$ cat src/sv/cell_fourier_cos_moment_accumulator_defines.svh
// assertion helpers for the rtl sequencer
`ifndef CELL_FOURIER_COS_MOMENT_ACCUMULATOR_DEFINES_SVH
`define CELL_FOURIER_COS_MOMENT_ACCUMULATOR_DEFINES_SVH

// same-cycle implication, disabled while in reset
`define CFCMA_ASSERT_IMP(lbl, clk, rst_n, ante, cons, msg) \
  lbl: assert property (@(posedge clk) disable iff (!rst_n) (ante) |-> (cons)) else $error(msg);

// next-cycle implication, disabled while in reset
`define CFCMA_ASSERT_NXT(lbl, clk, rst_n, ante, cons, msg) \
  lbl: assert property (@(posedge clk) disable iff (!rst_n) (ante) |=> (cons)) else $error(msg);

`endif

$ cat src/sv/cfcma_pkg.sv
package cfcma_pkg;

  localparam int CELL_COUNT_DEF = 1024;
  localparam int ANGLE_BITS_DEF = 16;

  localparam int SUM_W     = 48;
  localparam int CFG_IDX_W = 2;
  localparam int CFG_W     = 24;

  localparam logic [CFG_IDX_W-1:0] REG_WAVE_X = 2'd0;
  localparam logic [CFG_IDX_W-1:0] REG_WAVE_Y = 2'd1;
  localparam logic [CFG_IDX_W-1:0] REG_WAVE_Z = 2'd2;
  localparam logic [CFG_IDX_W-1:0] REG_ORDER  = 2'd3;

  localparam logic [1:0] OP_ACC    = 2'd0;
  localparam logic [1:0] OP_CLR    = 2'd1;
  localparam logic [1:0] OP_RD     = 2'd2;
  localparam logic [1:0] OP_UNUSED = 2'd3;

  localparam logic [30:0] TWO_PI_Q28 = 31'd1686629713;
  localparam logic [31:0] Q30_ONE    = 32'h4000_0000;
  localparam logic [2:0]  HORNER_LAST = 3'd4;

  localparam int DIV_W         = 48;
  localparam int DIV_STEP_BITS = 4;
  localparam int DIV_STEPS     = DIV_W / DIV_STEP_BITS;

  // datapath step codes
  localparam logic [3:0] STEP_NONE = 4'd0;
  localparam logic [3:0] STEP_PH0  = 4'd1;
  localparam logic [3:0] STEP_PH1  = 4'd2;
  localparam logic [3:0] STEP_PH2  = 4'd3;
  localparam logic [3:0] STEP_CX   = 4'd4;
  localparam logic [3:0] STEP_CX2  = 4'd5;
  localparam logic [3:0] STEP_HMUL = 4'd6;
  localparam logic [3:0] STEP_HUPD = 4'd7;
  localparam logic [3:0] STEP_COS  = 4'd8;
  localparam logic [3:0] STEP_EMUL = 4'd9;
  localparam logic [3:0] STEP_PMLO = 4'd10;
  localparam logic [3:0] STEP_PMHI = 4'd11;
  localparam logic [3:0] STEP_HDIV = 4'd12;

  // result kinds
  localparam logic [1:0] KIND_ZERO   = 2'd0;
  localparam logic [1:0] KIND_STORED = 2'd1;
  localparam logic [1:0] KIND_SUM    = 2'd2;

  typedef struct packed {
    logic [1:0]         opcode;
    logic [9:0]         cell_index;
    logic [15:0]        cell_count;
    logic signed [31:0] scalar_value;
    logic signed [31:0] pos_x;
    logic signed [31:0] pos_y;
    logic signed [31:0] pos_z;
  } item_t;

  typedef struct packed {
    logic       load;
    logic       clr_wr;
    logic       wr_zero;
    logic       wr_sum;
    logic       ram_rd;
    logic       cap_stored;
    logic [3:0] step;
    logic       div_go;
    logic       res_load;
    logic [1:0] res_kind;
  } cmd_t;

  typedef struct packed {
    logic       bad;
    logic [1:0] op;
    logic       cnt_zero;
    logic       clr_last;
    logic       div_done;
    logic       h_last;
    logic       m_zero;
    logic       out_free;
  } stat_t;

  // floor(n / d) for n < 2^32 is (n * m) >> s, d = 90, 56, 30, 12, 2 in series order
  function automatic logic [32:0] horner_recip(input logic [2:0] i);
    logic [32:0] m;
    case (i)
      3'd0: m = 33'd6108397933;
      3'd1: m = 33'd4908534053;
      3'd2: m = 33'd4581298450;
      3'd3: m = 33'd5726623062;
      3'd4: m = 33'd4294967296;
      default: m = 33'd0;
    endcase
    return m;
  endfunction

  function automatic logic [5:0] horner_shift(input logic [2:0] i);
    logic [5:0] s;
    case (i)
      3'd0: s = 6'd39;
      3'd1: s = 6'd38;
      3'd2: s = 6'd37;
      3'd3: s = 6'd36;
      3'd4: s = 6'd33;
      default: s = 6'd32;
    endcase
    return s;
  endfunction

endpackage

$ cat src/sv/cfcma_ctrl.sv
`include "cell_fourier_cos_moment_accumulator_defines.svh"

module cfcma_ctrl (
  input  logic             clk,
  input  logic             rst_n,
  input  logic             in_valid,
  output logic             in_ready,
  input  cfcma_pkg::stat_t stat,
  output cfcma_pkg::cmd_t  cmd
);
  localparam logic [4:0] S_CLR  = 5'd0;
  localparam logic [4:0] S_IDLE = 5'd1;
  localparam logic [4:0] S_DEC  = 5'd2;
  localparam logic [4:0] S_WZ   = 5'd3;
  localparam logic [4:0] S_RD   = 5'd4;
  localparam logic [4:0] S_RDW  = 5'd5;
  localparam logic [4:0] S_PH0  = 5'd6;
  localparam logic [4:0] S_PH1  = 5'd7;
  localparam logic [4:0] S_PH2  = 5'd8;
  localparam logic [4:0] S_CX   = 5'd9;
  localparam logic [4:0] S_CX2  = 5'd10;
  localparam logic [4:0] S_HMUL = 5'd11;
  localparam logic [4:0] S_HDS  = 5'd12;
  localparam logic [4:0] S_HDW  = 5'd13;
  localparam logic [4:0] S_COS  = 5'd14;
  localparam logic [4:0] S_EMUL = 5'd15;
  localparam logic [4:0] S_PCHK = 5'd16;
  localparam logic [4:0] S_PMLO = 5'd17;
  localparam logic [4:0] S_PMHI = 5'd18;
  localparam logic [4:0] S_PDS  = 5'd19;
  localparam logic [4:0] S_PDW  = 5'd20;
  localparam logic [4:0] S_ADD  = 5'd21;
  localparam logic [4:0] S_OUT  = 5'd22;

  logic [4:0] state_r, state_nxt;
  logic [1:0] kind_r, kind_nxt;

  always_comb begin
    state_nxt = state_r;
    kind_nxt  = kind_r;
    cmd       = '0;
    in_ready  = 1'b0;
    case (state_r)
      S_CLR: begin
        cmd.clr_wr = 1'b1;
        if (stat.clr_last) begin
          state_nxt = S_IDLE;
        end
      end
      S_IDLE: begin
        in_ready = 1'b1;
        if (in_valid) begin
          cmd.load  = 1'b1;
          state_nxt = S_DEC;
        end
      end
      S_DEC: begin
        if (stat.bad) begin
          kind_nxt  = cfcma_pkg::KIND_ZERO;
          state_nxt = S_OUT;
        end else if (stat.op == cfcma_pkg::OP_CLR) begin
          state_nxt = S_WZ;
        end else begin
          state_nxt = S_RD;
        end
      end
      S_WZ: begin
        cmd.wr_zero = 1'b1;
        kind_nxt    = cfcma_pkg::KIND_ZERO;
        state_nxt   = S_OUT;
      end
      S_RD: begin
        cmd.ram_rd = 1'b1;
        state_nxt  = S_RDW;
      end
      S_RDW: begin
        cmd.cap_stored = 1'b1;
        if (stat.op == cfcma_pkg::OP_ACC && !stat.cnt_zero) begin
          state_nxt = S_PH0;
        end else begin
          kind_nxt  = cfcma_pkg::KIND_STORED;
          state_nxt = S_OUT;
        end
      end
      S_PH0: begin cmd.step = cfcma_pkg::STEP_PH0; state_nxt = S_PH1; end
      S_PH1: begin cmd.step = cfcma_pkg::STEP_PH1; state_nxt = S_PH2; end
      S_PH2: begin cmd.step = cfcma_pkg::STEP_PH2; state_nxt = S_CX; end
      S_CX:  begin cmd.step = cfcma_pkg::STEP_CX;  state_nxt = S_CX2; end
      S_CX2: begin cmd.step = cfcma_pkg::STEP_CX2; state_nxt = S_HMUL; end
      S_HMUL: begin cmd.step = cfcma_pkg::STEP_HMUL; state_nxt = S_HDS; end
      S_HDS: begin
        cmd.step  = cfcma_pkg::STEP_HDIV;
        state_nxt = S_HDW;
      end
      S_HDW: begin
        cmd.step  = cfcma_pkg::STEP_HUPD;
        state_nxt = stat.h_last ? S_COS : S_HMUL;
      end
      S_COS:  begin cmd.step = cfcma_pkg::STEP_COS;  state_nxt = S_EMUL; end
      S_EMUL: begin cmd.step = cfcma_pkg::STEP_EMUL; state_nxt = S_PCHK; end
      S_PCHK: state_nxt = stat.m_zero ? S_PDS : S_PMLO;
      S_PMLO: begin cmd.step = cfcma_pkg::STEP_PMLO; state_nxt = S_PMHI; end
      S_PMHI: begin cmd.step = cfcma_pkg::STEP_PMHI; state_nxt = S_PCHK; end
      S_PDS: begin
        cmd.div_go = 1'b1;
        state_nxt  = S_PDW;
      end
      S_PDW: begin
        if (stat.div_done) begin
          state_nxt = S_ADD;
        end
      end
      S_ADD: begin
        cmd.wr_sum = 1'b1;
        kind_nxt   = cfcma_pkg::KIND_SUM;
        state_nxt  = S_OUT;
      end
      S_OUT: begin
        cmd.res_kind = kind_r;
        if (stat.out_free) begin
          cmd.res_load = 1'b1;
          state_nxt    = S_IDLE;
        end
      end
      default: state_nxt = S_IDLE;
    endcase
  end

  always_ff @(posedge clk) begin
    if (!rst_n) begin
      state_r <= S_CLR;
      kind_r  <= cfcma_pkg::KIND_ZERO;
    end else begin
      state_r <= state_nxt;
      kind_r  <= kind_nxt;
    end
  end

  `CFCMA_ASSERT_IMP(a_res_free, clk, rst_n, cmd.res_load, stat.out_free, "result overrun")
  `CFCMA_ASSERT_NXT(a_clr_done, clk, rst_n, state_r == S_CLR && stat.clr_last, state_r == S_IDLE, "sweep")
  `CFCMA_ASSERT_NXT(a_accept_dec, clk, rst_n, in_valid && in_ready, state_r == S_DEC, "no decode")
  `CFCMA_ASSERT_NXT(a_div_wait, clk, rst_n, state_r == S_PDW && !stat.div_done, state_r == S_PDW, "div")
endmodule
$ cat config.mk
export PLATFORM = sky130hd
export DESIGN_NAME = cfcma_ctrl
export DESIGN_NICKNAME = d
export VERILOG_FILES = /design/src/sv/cfcma_pkg.sv /design/src/sv/cfcma_ctrl.sv
export VERILOG_INCLUDE_DIRS = /design/src /design/src/sv
export SDC_FILE = /design/constraint.sdc
export NUM_CORES = 1
export LEC_CHECK = 0
export BUFFER_PORTS_ARGS = -buffer_cell sky130_fd_sc_hd__buf_2
export CORE_MARGIN = 3
export CORE_UTILIZATION = 40
export CTS_CLUSTER_SIZE = 14
export DETAILED_ROUTE_END_ITERATION = 10
export GPL_TIMING_DRIVEN = 0
export PLACE_DENSITY = 0.66
export SLEW_MARGIN = 40
export SYNTH_ARGS = -nofsm -noshare
export SYNTH_HDL_FRONTEND = slang
export SYNTH_SLANG_ARGS = --single-unit
$ cat constraint.sdc
create_clock -name clk -period 1.83 [get_ports clk]
set_input_delay 0.0915 -clock clk [delete_from_list [all_inputs] [get_ports clk]]
set_output_delay 0.0915 -clock clk [all_outputs]
set_load 0.005 [all_outputs]
==> summary.txt <==
Outcome
  – Outcome: finished, final reports clean

STA
  – Hold Fails Final Rpt: 0
  – Slew Limit Fails: 0
  – Crit path time final: 1.72 ns
  – Final setup viols: 0
  – RSZ-0062 raised after global routing: false
  – Max Clk Rate: 582 MHz
  – Slew @ Worst Pin: 0.472 ns
  – Final period util: 93.9%
  – Worst rel slew slack: 68.6%
  – Clock skew: between 0.003 and 0.004 ns
  – Fin Setup TNS: 0 ns

Worst hold path
  – Min-Delay Startpoint: stat[4]
  – Hold Path End: state_r[0]$_SDFFE_PN0P_
  – HP Class: primary input to flip-flop
  – WHS Path Cells: 2

Layout
  – Syn-to-layout area delta: 24.0%
  – Fill cells: 204
  – Share of cells above drive strength 1: about a third
  – Nets: 155
  – Diode count: 0
  – Finished layout cell area: just over 1000 um2

Synth
  – Synth Instances: 112
  – Number of synthesized flops with an enable pin: 0
  – Distinct cells, synth: 48
  – Top-count cell post-synth: nand2_1
  – Main synth FF type: dfxtp_1
  – Avg Inst Size Synth: just over 7 um2
  – Yosys top cell by area: dfxtp_1
  – Post-Syn Nets: 124
  – Post-synth top cells: 8 x nand2_1, 7 x dfxtp_1, 7 x nand3_1, 7 x nor2_1
  – Top cells by area, synth: dfxtp_1 17%, and2_1 4.6%, nand3_1 4.3%
  – Ys async rst share: 0%
  – Post-synth top area share: 17.2%
  – Synth Cell Area: 815 um2
  – Synthesized flop and latch total: 7
  – Seq/Total Area, Yosys: around 17%
  – Syn. warnings: 0

Worst setup path
  – Slowest-stage cell, CP: dfxtp_2
  – CP max FO: 10
  – Critical path cell sequence: buf_4 -> nor2b_1 -> nor2_1 -> o32ai_1 -> buf_2
  – Worst reg2reg setup slack: 0.38 ns
  – Crit path max-delay family: flip-flops
  – Critical Path RT: 1.74 ns
  – Crit path largest cell delay: approximately 0.39 ns
  – Crit path DAT: between 1.5 and 2 ns
  – Worst Setup SP: state_r[1]$_SDFFE_PN0P_
  – Crit path kind: flip-flop to primary output
  – CP endpoint kind: primary output
  – RR Startpoint: state_r[0]$_SDFFE_PN0P_
  – Crit path buffers/inverters: 2
  – FF-to-FF End: state_r[1]$_SDFFE_PN0P_
  – Cells on worst reg2reg path: 4
  – CP startpoint kind: flip-flop

Global route
  – First-pass GRT wire length: 4270 um
  – Largest net degree at the start of global routing: 11
  – Congestion Overflow GR: 0
  – GRT Total Usage: 21.4%
  – Initial antenna violation count: 0
  – Vias in the first global route: 900

Pwr
  – Leakage: 0.438 nW
  – PwrDens: about 1100 nW/um2
  – Worst IR drop on VDD: approximately 0.00043 V

CTS
  – # clock sinks: 7
  – Clk slew on worst S/H paths: about 0.06 ns
  – Clk root buf: clkbuf_4
  – CTS tree: yes
  – Cts hold-fix bufs: 0
  – Post-cts repair resize count: 0
  – H-tree levels: 1
  – Longest Clk Path Bufs: 2
  – Postcts setup bufs: 0
  – Clk Latency, worst-skew pair: ~0.26 ns
  – CTS Buf Count: 3

Placed design
  – Area after DPL: between 900 and 1000 um2
  – Port bufs: 26
  – Detail Placement HPWL: about 1900 um
  – RD Place Congestion: 0.853

Floorplan
  – Starting Density: 44.7%
  – Die height: about 51 um
  – Core area: 1820 um2
  – Die Wd: 51.1 um
  – IO Count: 27
  – Die Area: 2610 um2
  – Site Rows: 15

Route
  – Initial DRT Pass Iterations: 4
  – Wire per inst: 15.4 um
  – Post-DR vias/cell: approximately 5.7
  – DRC viols: 0
  – Antenna viol nets, final: 0
  – Final WL: roughly 2600 um
  – Via count: 954
  – Starting DRC count in detailed routing: 41

Flow run
  – Max-Cap Viols: 0
[cells in the final DEF, fill, tap and decap left out, types with 2 or more instances in the layout]
cell,count
buf_2,30
nand2_1,8
nor2_1,7
nand3_1,7
nor3_1,6
and2_1,6
o21ai_0,6
dfxtp_1,6
nand2b_1,4
inv_1,4
clkbuf_4,4
a31oi_1,4
nor2b_1,3
a21oi_1,3
buf_6,2
buf_4,2
and3_1,2
or2_1,2
clkbuf_1,2
xnor2_1,2
mux2i_1,2
o31ai_1,2
[metal layers]
layer	part of all wire [%]	routed length, um	track usage (%)
met2	48	1230	32.8
met3	8.9	230	3.50
met4	0	0	6.28
met1	43	1120	30.4
met5	0	0	0
[power by group]
part           switching [mW]  internal [mW]
Combinational           0.420          0.310
Sequential             0.0363          0.184
Clock                  0.0664         0.0838
[how the worst max path moves through the flow]
stage | to | slack [ns] | cells past startpoint
after floorplan | state_r[0]$_SDFFE_PN0P_ | 0.54 | 3
after global placement | cmd[5] | 0.32 | 7
after detailed placement | cmd[5] | 0.31 | 7
after CTS | cmd[5] | 0.03 | 7
after global routing | cmd[4] | 0.02 | 7
final | cmd[5] | 0.11 | 5
[area by class of cell]
type	count	area (um2)	share of cell area [%]
Sequential cell	7	141	14.0
Clock buffer	4	26.3	2.60
Tap cell	25	31.3	3.10
Buffer	10	68.8	6.82
Multi-Input combinational cell	91	597	59.1
Inverter	4	15.0	1.49
Timing Repair Buffer	26	130	12.9
[per-stage QoR]
stage / hold WS [ns] / instances / util, % / setup slack [ns] / total power, mW
6_report: 0.134 / 167 / 55.5 / 0.113 / 1.10
3_5_place_dp: 0.402 / 163 / 53.6 / 0.314 / 0.927
5_1_grt: 0.145 / 167 / 55.5 / 0.0192 / 1.18
4_1_cts: 0.141 / 167 / 55.1 / 0.0271 / 1.08
2_1_floorplan: 0.231 / 112 / - / 0.539 / 0.732
3_3_place_gp: 0.392 / 163 / 53.6 / 0.316 / 0.921
[worst register-to-register path: stages (launching register included)]
cell and delay, ns:
dfxtp_1 0.41, clkbuf_1 0.41, a31oi_1 0.08, o32a_1 0.21
o32ai_2 0.26
[cells by family after synthesis]
group           share of synthesized area, %
flops                                   17.2
compound gates                          27.0
mux                                     3.84
simple gates                            40.2
xor+xnor                                2.15
buf+inv                                 9.52
[state kept, by name, summed over array words and instances, names as in the netlist]
name     count
state_r      5
kind_r       2
(Power assumes the default switching activity.)
